**config.mk**
```make
export PLATFORM = sky130hd
export DESIGN_NAME = bounded_value_list_engine
export DESIGN_NICKNAME = d
export VERILOG_FILES = /design/src/hw/rtl/bvle_pkg.sv /design/src/hw/rtl/bvle_store.sv /design/src/hw/rtl/bvle_cmp.sv /design/src/hw/rtl/bounded_value_list_engine.sv
export VERILOG_INCLUDE_DIRS = /design/src /design/src/hw/rtl
export SDC_FILE = /design/constraint.sdc
export NUM_CORES = 2
export LEC_CHECK = 0
export BUFFER_PORTS_ARGS = -buffer_cell sky130_fd_sc_hd__buf_4
export CAP_MARGIN = 20
export CORE_MARGIN = 5
export CORE_UTILIZATION = 25
export DETAILED_ROUTE_END_ITERATION = 6
export RECOVER_POWER = 50
export REMOVE_ABC_BUFFERS = 1
export SKIP_CTS_REPAIR_TIMING = 1
export SLEW_MARGIN = 20
export SYNTH_ARGS = -nofsm -noshare
export SYNTH_HDL_FRONTEND = slang
export SYNTH_SLANG_ARGS = --single-unit
export TNS_END_PERCENT = 5
```
**constraint.sdc**
```tcl
create_clock -name clk_i -period 7.5 [get_ports clk_i]
set_input_delay 0.375 -clock clk_i [delete_from_list [all_inputs] [get_ports clk_i]]
set_output_delay 0.375 -clock clk_i [all_outputs]
set_load 0.02 [all_outputs]
```
**src/hw/rtl/bounded_value_list_engine_defines.svh**
```systemverilog
// Assertion macros for the bounded value list engine.
`ifndef BOUNDED_VALUE_LIST_ENGINE_DEFINES_SVH
`define BOUNDED_VALUE_LIST_ENGINE_DEFINES_SVH

// Same-cycle implication, sampled on clk_i, off during reset.
`define BVLE_ASSERT_SAME(lbl, ante, cons, msg) \
  lbl: assert property (@(posedge clk_i) disable iff (!rst_ni) (ante) |-> (cons)) else $error(msg);

// Next-cycle implication, sampled on clk_i, off during reset.
`define BVLE_ASSERT_NEXT(lbl, ante, cons, msg) \
  lbl: assert property (@(posedge clk_i) disable iff (!rst_ni) (ante) |=> (cons)) else $error(msg);

`endif

```
**src/hw/rtl/bvle_pkg.sv**
```systemverilog
// Shared types and constants of the bounded value list engine.
package bvle_pkg;

  localparam int unsigned DefDepth     = 32;
  localparam int unsigned DefValueBits = 32;

  typedef enum logic [2:0] {
    OP_INSERT = 3'd0,
    OP_REMOVE = 3'd1,
    OP_SEARCH = 3'd2,
    OP_SORT   = 3'd3,
    OP_READ   = 3'd4
  } op_e;

  typedef enum logic [1:0] {
    ST_OK        = 2'd0,
    ST_FULL      = 2'd1,
    ST_NOT_FOUND = 2'd2,
    ST_RANGE     = 2'd3
  } status_e;

  typedef enum logic [1:0] {
    CFG_KEEP_ORDER = 2'd0,
    CFG_ASCENDING  = 2'd1,
    CFG_CAPACITY   = 2'd2
  } cfg_idx_e;

  typedef enum logic [3:0] {
    S_IDLE,
    S_INS,
    S_SRCH_RD,
    S_SRCH_CMP,
    S_SHIFT_RD,
    S_SHIFT_WR,
    S_SWAP_RD,
    S_SWAP_WR,
    S_SORT_LD,
    S_SORT_X,
    S_SORT_RD,
    S_SORT_CMP,
    S_READ_RD,
    S_READ_WAIT,
    S_OUT
  } state_e;

  typedef struct packed {
    logic eq;
    logic after;
  } cmp_res_t;

endpackage

```
**src/hw/rtl/bvle_store.sv**
```systemverilog
// Entry store: one write port, one registered read port, per-entry valid bits.
module bvle_store #(
  parameter int unsigned DEPTH      = 32,
  parameter int unsigned VALUE_BITS = 32,
  localparam int unsigned AW        = (DEPTH > 1) ? $clog2(DEPTH) : 1
) (
  input  logic                  clk_i,
  input  logic                  rst_ni,
  input  logic                  we_i,
  input  logic [AW-1:0]         waddr_i,
  input  logic [VALUE_BITS-1:0] wdata_i,
  input  logic [AW-1:0]         raddr_i,
  output logic [VALUE_BITS-1:0] rdata_o
);

  logic [VALUE_BITS-1:0] mem [DEPTH];
  logic [DEPTH-1:0]      vld_q;
  logic [VALUE_BITS-1:0] rd_q;
  logic                  rd_vld_q;

  always_ff @(posedge clk_i) begin
    if (we_i) begin
      mem[waddr_i] <= wdata_i;
    end
    rd_q <= mem[raddr_i];
  end

  // Entries never written since reset read as zero.
  always_ff @(posedge clk_i or negedge rst_ni) begin
    if (!rst_ni) begin
      vld_q    <= '0;
      rd_vld_q <= 1'b0;
    end else begin
      if (we_i) begin
        vld_q[waddr_i] <= 1'b1;
      end
      rd_vld_q <= vld_q[raddr_i];
    end
  end

  assign rdata_o = rd_vld_q ? rd_q : '0;

endmodule

```
**src/hw/rtl/bvle_cmp.sv**
```systemverilog
// Shared compare unit: equality and sort-order test of two signed values.
module bvle_cmp #(
  parameter int unsigned VALUE_BITS = 32
) (
  input  logic [VALUE_BITS-1:0] a_i,
  input  logic [VALUE_BITS-1:0] b_i,
  input  logic                  ascending_i,
  output bvle_pkg::cmp_res_t    res_o
);
  import bvle_pkg::*;

  always_comb begin
    res_o.eq    = (a_i == b_i);
    res_o.after = ascending_i ? ($signed(a_i) > $signed(b_i))
                              : ($signed(a_i) < $signed(b_i));
  end

endmodule

```
**src/hw/rtl/bounded_value_list_engine.sv**
```systemverilog
// Top level of the bounded value list engine: sequencer, registers and handshakes.
//
//   channel | signals                              | direction
//   in      | in_valid_i/in_ready_o, operation/value/position | request in
//   out     | out_valid_o/out_ready_i, status/found_at/read_value/fill_count | result out
//   cfg     | cfg_we_i, cfg_idx_i, cfg_data_i       | register write
//
// One request at a time; every store read goes through a single registered read
// port, so each step of a walk has a read state and a compare or write state.
// Reset clears count and valid bits at once.
// The result holds in its register until taken; no new request is accepted meanwhile.
module bounded_value_list_engine #(
  parameter int unsigned DEPTH      = bvle_pkg::DefDepth,
  parameter int unsigned VALUE_BITS = bvle_pkg::DefValueBits
) (
  input  logic               clk_i,
  input  logic               rst_ni,
  input  logic               cfg_we_i,
  input  logic [1:0]         cfg_idx_i,
  input  logic [5:0]         cfg_data_i,
  input  logic               in_valid_i,
  output logic               in_ready_o,
  input  logic [2:0]         operation_i,
  input  logic signed [31:0] value_i,
  input  logic [4:0]         position_i,
  output logic               out_valid_o,
  input  logic               out_ready_i,
  output logic [1:0]         status_o,
  output logic [5:0]         found_at_o,
  output logic signed [31:0] read_value_o,
  output logic [5:0]         fill_count_o
);
  import bvle_pkg::*;
  `include "bounded_value_list_engine_defines.svh"

  localparam int unsigned AW = (DEPTH > 1) ? $clog2(DEPTH) : 1;
  localparam int unsigned CW = $clog2(DEPTH + 1);
  localparam int unsigned PW = (CW > 5) ? CW : 5;

  state_e state_q, state_d;
  logic [2:0]            op_q, op_d;
  logic [VALUE_BITS-1:0] val_q, val_d;
  logic [4:0]            pos_q, pos_d;
  logic [CW-1:0]         held_q, held_d;
  logic [CW-1:0]         idx_q, idx_d;
  logic [CW-1:0]         jdx_q, jdx_d;
  logic [VALUE_BITS-1:0] x_q, x_d;
  logic [1:0]            status_q, status_d;
  logic [5:0]            found_q, found_d;
  logic [31:0]           rd_q, rd_d;
  logic                  keep_q, asc_q;
  logic [5:0]            cap_q;
  logic [CW-1:0]         cap_eff;

  logic                  we;
  logic [AW-1:0]         waddr, raddr;
  logic [VALUE_BITS-1:0] wdata, rdata, cmp_b;
  cmp_res_t              cmp_res;

  bvle_store #(.DEPTH(DEPTH), .VALUE_BITS(VALUE_BITS)) u_store (
    .clk_i   (clk_i),
    .rst_ni  (rst_ni),
    .we_i    (we),
    .waddr_i (waddr),
    .wdata_i (wdata),
    .raddr_i (raddr),
    .rdata_o (rdata)
  );

  assign cmp_b = (state_q == S_SORT_CMP) ? x_q : val_q;

  bvle_cmp #(.VALUE_BITS(VALUE_BITS)) u_cmp (
    .a_i         (rdata),
    .b_i         (cmp_b),
    .ascending_i (asc_q),
    .res_o       (cmp_res)
  );

  assign cap_eff = (int'(cap_q) > int'(DEPTH)) ? CW'(DEPTH) : CW'(cap_q);

  always_ff @(posedge clk_i or negedge rst_ni) begin
    if (!rst_ni) begin
      keep_q <= 1'b0;
      asc_q  <= 1'b1;
      cap_q  <= 6'd32;
    end else if (cfg_we_i) begin
      case (cfg_idx_i)
        CFG_KEEP_ORDER: keep_q <= cfg_data_i[0];
        CFG_ASCENDING:  asc_q  <= cfg_data_i[0];
        CFG_CAPACITY:   cap_q  <= cfg_data_i;
        default: ;
      endcase
    end
  end

  always_ff @(posedge clk_i or negedge rst_ni) begin
    if (!rst_ni) begin
      state_q <= S_IDLE;
      held_q  <= '0;
    end else begin
      state_q <= state_d;
      held_q  <= held_d;
    end
  end

  always_ff @(posedge clk_i) begin
    op_q     <= op_d;
    val_q    <= val_d;
    pos_q    <= pos_d;
    idx_q    <= idx_d;
    jdx_q    <= jdx_d;
    x_q      <= x_d;
    status_q <= status_d;
    found_q  <= found_d;
    rd_q     <= rd_d;
  end

  always_comb begin
    state_d  = state_q;
    op_d     = op_q;
    val_d    = val_q;
    pos_d    = pos_q;
    held_d   = held_q;
    idx_d    = idx_q;
    jdx_d    = jdx_q;
    x_d      = x_q;
    status_d = status_q;
    found_d  = found_q;
    rd_d     = rd_q;
    we       = 1'b0;
    waddr    = idx_q[AW-1:0];
    wdata    = rdata;
    raddr    = idx_q[AW-1:0];

    case (state_q)
      S_IDLE: begin
        if (in_valid_i) begin
          op_d     = operation_i;
          val_d    = VALUE_BITS'(value_i);
          pos_d    = position_i;
          status_d = ST_OK;
          found_d  = '0;
          rd_d     = '0;
          idx_d    = '0;
          case (operation_i)
            OP_INSERT: state_d = S_INS;
            OP_REMOVE: state_d = S_SRCH_RD;
            OP_SEARCH: state_d = S_SRCH_RD;
            OP_SORT: begin
              idx_d   = CW'(1);
              state_d = S_SORT_LD;
            end
            OP_READ:   state_d = S_READ_RD;
            default:   state_d = S_OUT;
          endcase
        end
      end
      S_INS: begin
        if (held_q >= cap_eff) begin
          status_d = ST_FULL;
        end else begin
          we     = 1'b1;
          waddr  = held_q[AW-1:0];
          wdata  = val_q;
          held_d = held_q + 1'b1;
        end
        state_d = S_OUT;
      end
      S_SRCH_RD: begin
        if (idx_q >= held_q) begin
          status_d = ST_NOT_FOUND;
          if (op_q == OP_SEARCH) begin
            found_d = 6'(cap_eff);
          end
          state_d = S_OUT;
        end else begin
          state_d = S_SRCH_CMP;
        end
      end
      S_SRCH_CMP: begin
        if (cmp_res.eq) begin
          if (op_q == OP_SEARCH) begin
            found_d = 6'(idx_q);
            state_d = S_OUT;
          end else if (keep_q) begin
            state_d = S_SHIFT_RD;
          end else begin
            state_d = S_SWAP_RD;
          end
        end else begin
          idx_d   = idx_q + 1'b1;
          state_d = S_SRCH_RD;
        end
      end
      S_SHIFT_RD: begin
        raddr = AW'(idx_q + 1'b1);
        if (idx_q + 1'b1 >= held_q) begin
          held_d  = held_q - 1'b1;
          state_d = S_OUT;
        end else begin
          state_d = S_SHIFT_WR;
        end
      end
      S_SHIFT_WR: begin
        we      = 1'b1;
        idx_d   = idx_q + 1'b1;
        state_d = S_SHIFT_RD;
      end
      S_SWAP_RD: begin
        raddr   = AW'(held_q - 1'b1);
        state_d = S_SWAP_WR;
      end
      S_SWAP_WR: begin
        we      = 1'b1;
        held_d  = held_q - 1'b1;
        state_d = S_OUT;
      end
      S_SORT_LD: begin
        // Insertion sort: take entry idx as the key and walk it downward.
        jdx_d = idx_q;
        if (idx_q >= held_q) begin
          state_d = S_OUT;
        end else begin
          state_d = S_SORT_X;
        end
      end
      S_SORT_X: begin
        x_d     = rdata;
        state_d = S_SORT_RD;
      end
      S_SORT_RD: begin
        raddr = AW'(jdx_q - 1'b1);
        if (jdx_q == '0) begin
          we      = 1'b1;
          waddr   = '0;
          wdata   = x_q;
          idx_d   = idx_q + 1'b1;
          state_d = S_SORT_LD;
        end else begin
          state_d = S_SORT_CMP;
        end
      end
      S_SORT_CMP: begin
        we    = 1'b1;
        waddr = jdx_q[AW-1:0];
        if (cmp_res.after) begin
          wdata   = rdata;
          jdx_d   = jdx_q - 1'b1;
          state_d = S_SORT_RD;
        end else begin
          wdata   = x_q;
          idx_d   = idx_q + 1'b1;
          state_d = S_SORT_LD;
        end
      end
      S_READ_RD: begin
        raddr = AW'(pos_q);
        if (PW'(pos_q) >= PW'(cap_eff)) begin
          status_d = ST_RANGE;
          state_d  = S_OUT;
        end else begin
          state_d = S_READ_WAIT;
        end
      end
      S_READ_WAIT: begin
        rd_d    = 32'(rdata);
        state_d = S_OUT;
      end
      S_OUT: begin
        if (out_ready_i) begin
          state_d = S_IDLE;
        end
      end
      default: state_d = S_IDLE;
    endcase
  end

  assign in_ready_o   = (state_q == S_IDLE);
  assign out_valid_o  = (state_q == S_OUT);
  assign status_o     = status_q;
  assign found_at_o   = found_q;
  assign read_value_o = rd_q;
  assign fill_count_o = 6'(held_q);

  `BVLE_ASSERT_SAME(a_held_bound, 1'b1, int'(held_q) <= int'(DEPTH), "held count above depth")
  `BVLE_ASSERT_SAME(a_one_side, in_ready_o, !out_valid_o, "ready while a result waits")
  `BVLE_ASSERT_NEXT(a_swap_dec, state_q == S_SWAP_WR, held_q == $past(held_q) - 1'b1,
                    "removal did not drop the count")

endmodule
```
# After elaboration in Yosys (flattened, before gate mapping)
# Memory sizes are Yosys's and may differ from the RTL's. A register that Yosys moved wholly into a read port is not among the register bits.
# Cells that the tools add are included.
[totals]
word_cells = 151
latchBits = 0
ff_bits = 175
ram_bits = 1024
mem_count = 1
romBits = 0
input_bits = 53
[mem_list]
columns = ["memory", "words", "width", "rd", "rd_ports_with_merged_regs", "wr", "line_no", "rtl"]
rows = [
  ["u_store.mem", 32, 32, 1, 1, 1, "bvle_store.sv:16", "logic [VALUE_BITS-1:0] mem [DEPTH];"],
]
[op_classes]
n_mul = 0
n_eq_ne = 36
n_mux = 58
div = 0
n_addsub = 4
bitwise_logic = 1
magnitude_cmp = 10
n_shift = 0
n_reduce_logical = 25
[ops]
columns = ["op", "count"]
rows = [
  ["2-to-1 mux 32 bit", 6],
  ["one-hot mux 32 bit (3 select lines)", 1],
  ["2-to-1 mux 6 bit", 13],
  ["one-hot mux 32 bit (2 select lines)", 1],
  ["one-hot mux 4 bit (13 select lines)", 1],
  ["one-hot mux 6 bit (3 select lines)", 2],
  ["== test 32 bit", 1],
  ["> comparator 32 bit", 1],
  ["< comparator 32 bit", 1],
  ["OR 32 bit", 1],
  ["one-hot mux 6 bit (5 select lines)", 1],
  ["== test 4 bit, second input constant", 7],
  ["inequality test 2 bit, second input constant", 13],
  ["2-to-1 mux 4 bit", 6],
  ["one-hot mux 5 bit (4 select lines)", 1],
  ["greater-or-equal comparator 6 bit", 3],
  ["== test 4 x 3 -> 1 bit, second input constant", 4],
  ["2-to-1 mux 2 bit", 8],
  ["one-hot mux 4 bit (4 select lines)", 1],
  ["one-hot mux 5 bit (3 select lines)", 1],
  ["AND reduction 2 bit", 7],
  ["adder 6 x 1 -> 6 bit, second input constant", 2],
  ["< comparator 5 x 6 -> 1 bit, second input constant", 2],
  ["one-hot mux 6 bit (2 select lines)", 1],
  ["other kinds (33)", 49],
]

# Longest topological paths before layout
[depth]
word_depth = 10
mapped_depth = 18
mapped_depth_nobuf = 12

# Modules after synthesis
# A second synthesis with hierarchy kept.
[unflattened]
hier_cells = 3209
area_unflattened_um2 = 50394.6
[modules_own_cells]
columns = ["mod", "seq_area_each_um2", "area_each_um2", "cells_each", "n_inst"]
rows = [
  ["bvle_store", 32215.9, 42076.6, 2399, 1],
  ["bounded_value_list_engine", 4176.5, 7427.1, 691, 1],
  ["bvle_cmp", 0.0, 890.9, 119, 1],
]

# Worst setup path after synthesis
# Ideal clock, no wire load.
[synth_timing]
path_type = "register -> register"
startpoint = "reg state_q[2]"
endpoint = "mem u_store.mem[0][26], data pin"
path_stages_with_launch = 19
path_buffers = 6
arrival_ns = 5.271
setup_slack_ns = 1.841
period_less_slack_ns = 5.659
setup_time_ns = 0.388
cell_sequence = "dfrtp_1 -> nand2b_1 -> buf_4 -> nor2_1 -> clkbuf_1 -> clkbuf_1 -> clkbuf_1 -> mux2i_1 -> ha_1 -> a211oi_1 -> o21ai_0 -> a21o_1 -> o32ai_1 -> mux2i_1 -> mux2i_1 -> clkbuf_1 -> buf_1 -> o21ai_0 -> a2bb2oi_1"
[synth_between]
elab_chain_len = 6
[synth_lines]
columns = ["element", "line_no", "rtl"]
rows = [
  ["start, declared", "bounded_value_list_engine.sv:40", "state_e state_q, state_d;"],
  ["start signal, assigned", "bounded_value_list_engine.sv:101", "state_q <= state_d;"],
  ["== test 4 bit", "bounded_value_list_engine.sv:70, bounded_value_list_engine.sv:135", ""],
  ["2-to-1 mux 32 bit", "bounded_value_list_engine.sv:70", "assign cmp_b = (state_q == S_SORT_CMP) ? x_q : val_q;"],
  ["< comparator 32 bit or > comparator 32 bit (tied branches)", "bvle_cmp.sv:15, bvle_cmp.sv:14", ""],
  ["2-to-1 mux 1 bit", "bvle_cmp.sv:14", "res_o.after = ascending_i ? ($signed(a_i) > $signed(b_i))"],
  ["2-to-1 mux 32 bit", "bounded_value_list_engine.sv:246", "if (cmp_res.after) begin"],
  ["one-hot mux 32 bit (3 select lines) *", "bounded_value_list_engine.sv:135", "case (state_q)"],
  ["via u_store.wdata_i[26]", "bvle_store.sv:11", "input logic [VALUE_BITS-1:0] wdata_i,"],
  ["end, declared", "bvle_store.sv:16", ""],
]
# The timed path passes the listed nets; every way through them passes the cells marked *.

# Worst setup path in the final report
[layout_timing]
startpoint = "reg state_q[3]"
endpoint = "reg u_store.rd_vld_q"
[layout_between]
elab_chain_len = 4
[layout_lines]
columns = ["element", "line_no", "rtl"]
rows = [
  ["== test 4 bit or == test 4 x 3 -> 1 bit (tied branches)", "bounded_value_list_engine.sv:135", ""],
  ["one-hot mux 5 bit (4 select lines) *", "bounded_value_list_engine.sv:135", ""],
  ["binary-select mux 1 bit (select 5 bit) *", "bvle_store.sv:37", "rd_vld_q <= vld_q[raddr_i];"],
  ["2-to-1 mux 1 bit (implied by the code) *", "bvle_store.sv:37", ""],
  ["end signal, assigned", "bvle_store.sv:37", ""],
  ["end, declared", "bvle_store.sv:19", "logic rd_vld_q;"],
]
# Every way passes the cells marked *; elsewhere a longest branch is shown, timed or not. The select of a mux whose other input is x is not followed.
# A chain may end at the register's enable or synchronous reset.

==> flow_metrics.tcl <==
set metrics [dict create \
    status "complete, but fails checks" \
    violations "design-rule violations, max-capacitance violations, max-slew violations" \
    clkSinkCount 1231 \
    layout_commonest_cell "edfxtp_1" \
    fin_ws_ns 0.2069 \
    drt_iter0_drc 4416 \
    cts_made_buffers 131 \
    cts.reportedPaths.clkPinSlew_ns 0.06 \
    drv_slew 386 \
    tightestPinTransition_ns 3.654 \
    end_kind "flip-flop" \
    routed_wl_um 161200 \
    clockRootBuffer "clkbuf_16" \
    die_h_um 460.0 \
    fin_crit_ns 7.293 \
    hpwl_um 87010 \
    synth_top_area_share_pct 68.10 \
    final-hold-violation-count 0 \
    synth_flop_cell "edfxtp_1" \
    max-cap-violations 11 \
    grt_usage_pct 14.64 \
    synth_top_cell_by_area "edfxtp_1" \
    die_w_um 460.0 \
    grt_pass1_vias 30679 \
    p_leak_nw 19.21 \
    initial_utilization_pct 25.07 \
    fin_crit_sh_pct 97.24 \
    synth_area_leaders "edfxtp_1 68%, nand2_1 3.3%, a211oi_1 3.0%" \
    portBuffers 100 \
    critical_path_class "flip-flop to flip-flop" \
    grt_max_degree 188 \
    hp-class "input port to flip-flop" \
    clk_path_buf_depth 3 \
    drive_gt1_share_pct 13.33 \
    ys_seq_area_share_pct 71.89 \
    clkLatencyLatePin_ns 0.78 \
    max-slew-margin-rel_pct -143.6 \
    drt-pass1-iter-count 7 \
    wire_per_inst_um 25.34 \
    grt_overflow 0 \
    p_per_area_nw_per_um2 506.7 \
    worstPathMaxFanout 35 \
    via_per_inst 5.053 \
    ys_types 69 \
    finClkSkew_ns 0.03912 \
    start_kind "flip-flop" \
    num-fill-cells 19980 \
    cp.required_ns 8.09 \
    syn_area_um2 50620 \
    layout_common_cells "1148 x edfxtp_1, 447 x nand2_1, 203 x a211oi_1, 203 x a31oi_1, 191 x and2_1" \
    core_um2 201900 \
    fin_area_um2 60000 \
    vdd_ir_drop_max_v 0.0006326 \
    grt_pass1_wl_um 225300 \
    arrival_ns 7.88 \
    pin_count 101 \
    drc 1 \
    setup_viol 0 \
    report.power.total_mw 30.40 \
    synth_edf_count 1148 \
    dieArea_um2 211600 \
    ant_nets 0 \
    syn_inst 3434 \
    place.gp.congestion 0.8589 \
    cts_max_level 4 \
    rows 165 \
    yosysWarnings 0 \
    place_area_um2 55140 \
    final_nets 3689 \
    vias 32144 \
    dpl_worst_slack_ns 0.9129 \
    async_flop_share_pct 4.143 \
    syn_to_final_growth_pct 18.52 \
    fmax_ghz 0.1371 \
    cts_tree "done" \
    final.setup.tns_ns 0 \
    avgSynthCellArea_um2 14.74 \
    yosys_register_bits 1231 \
    rsz0062_at_grt "false" \
    antenna_found_initial 4 \
]
[metal layers]
| layer | share of wire (%) | up-vias | GRT usage [%] | routed length [um] |
|---|---|---|---|---|
| li1 | - | 13729 | - | - |
| met1 | 40 | 16465 | 19.28 | 65060 |
| met2 | 47 | 1651 | 23.81 | 76340 |
| met3 | 8.8 | 299 | 3.045 | 14110 |
| met4 | 3.5 | 0 | 5.432 | 5684 |
| met5 | 0 | - | 0 | 0 |
[through the flow]
stage	util, %	hold WS [ns]	cells
2_1_floorplan	-	0.07941	3201
3_3_place_gp	27.26	0.4526	6062
3_5_place_dp	27.31	0.4547	6066
4_1_cts	29.51	-0.3325	6305
5_1_grt	29.71	0.02735	6357
6_report	29.72	0.06599	6361
[Yosys cell counts (10+ instances only)]
master     instances
edfxtp_1        1148
nand2_1          451
and2_1           223
a211oi_1         203
a31oi_1          203
clkbuf_1         147
o22ai_1          138
a21oi_1           98
nor2_1            80
mux4_2            66
ha_1              59
o21ai_0           50
dfrtp_1           49
and3_1            37
mux2i_1           37
buf_2             35
a221o_1           33
o21bai_1          33
dfxtp_1           32
a2bb2oi_1         28
nor4_1            22
nand3_1           21
inv_1             20
buf_1             19
buf_6             17
nor2b_1           13
nor4_2            13
xnor2_1           13
a21o_1            12
mux2_2            12
nand2b_1          12
o21a_1            10
[critical path: stages (launching register included)]
cell      delay [ns]
dfrtp_1         0.74
and2_2          0.25
clkbuf_1        1.81
a32oi_1         0.28
o21ai_0         0.48
a221o_1         0.30
nor2_1          0.11
nand2_1         1.99
o22ai_1         0.40
nor4_1          0.72
[report_power, final]
group	switching, mW	internal [mW]	leakage (nW)
logic	9.20	4.29	5.71
clock network	2.72	3.97	2.17
registers	0.377	9.85	11.3
total	12.3	18.1	19.2
[layout make-up]
cell class	count	area, um2	area share [%]
clock inverters	61	785.8	1.310
clock buffers	178	3662	6.104
repair buffers	243	1896	3.159
diodes	6	15.01	0.02502
inverters	22	82.58	0.1376
multi-input cells	1948	13820	23.04
well taps	2672	3343	5.572
flip-flops and latches	1231	36390	60.65
[worst paths after layout]
| kind | startpoint | end | slack, ns | depth (start not counted) |
|---|---|---|---|---|
| max in group asynchronous | rst_ni | state_q[2]$_DFFE_PN0P_ | 4.51 | 2 |
| hold / removal | in_valid_i | state_q[0]$_DFFE_PN0P_ | 0.07 | 3 |
| min in group asynchronous | rst_ni | fill_count_o[5]$_DFFE_PN0P_ | 1.19 | 2 |
| setup / recovery | state_q[3]$_DFFE_PN0P_ | u_store.rd_vld_q$_DFF_PN0_ | 0.21 | 9 |
| hold reg to reg | u_store.vld_q[22]$_DFFE_PN0P_ | u_store.vld_q[22]$_DFFE_PN0P_ | 0.47 | 1 |
| setup reg to reg | state_q[3]$_DFFE_PN0P_ | u_store.rd_vld_q$_DFF_PN0_ | 0.21 | 9 |
[kinds of logic after synthesis]
family	Yosys count	share of synthesized area, %
flip-flops	1231	71.89
AND/OR/NAND/NOR	902	8.655
AO/OA/AOI/OAI	855	11.43
buffers and inverters	255	2.331
multiplexers	116	3.964
adder cells (fa/ha/maj)	59	1.458
XOR/XNOR	16	0.2768
[sequential cells by signal (all words and copies together) (netlist names), 2 cells and up]
| register | count |
|---|---|
| x_q | 32 |
| read_value_o | 32 |
| status_o | 2 |
| fill_count_o | 6 |
| found_at_o | 6 |
| state_q | 4 |
| u_store.mem | 1024 |
| val_q | 32 |
| cap_q | 6 |
| op_q | 3 |
| u_store.vld_q | 32 |
| u_store.rd_q | 32 |
| idx_q | 6 |
| pos_q | 5 |
| jdx_q | 6 |
Power figures use the tool's default switching activity.
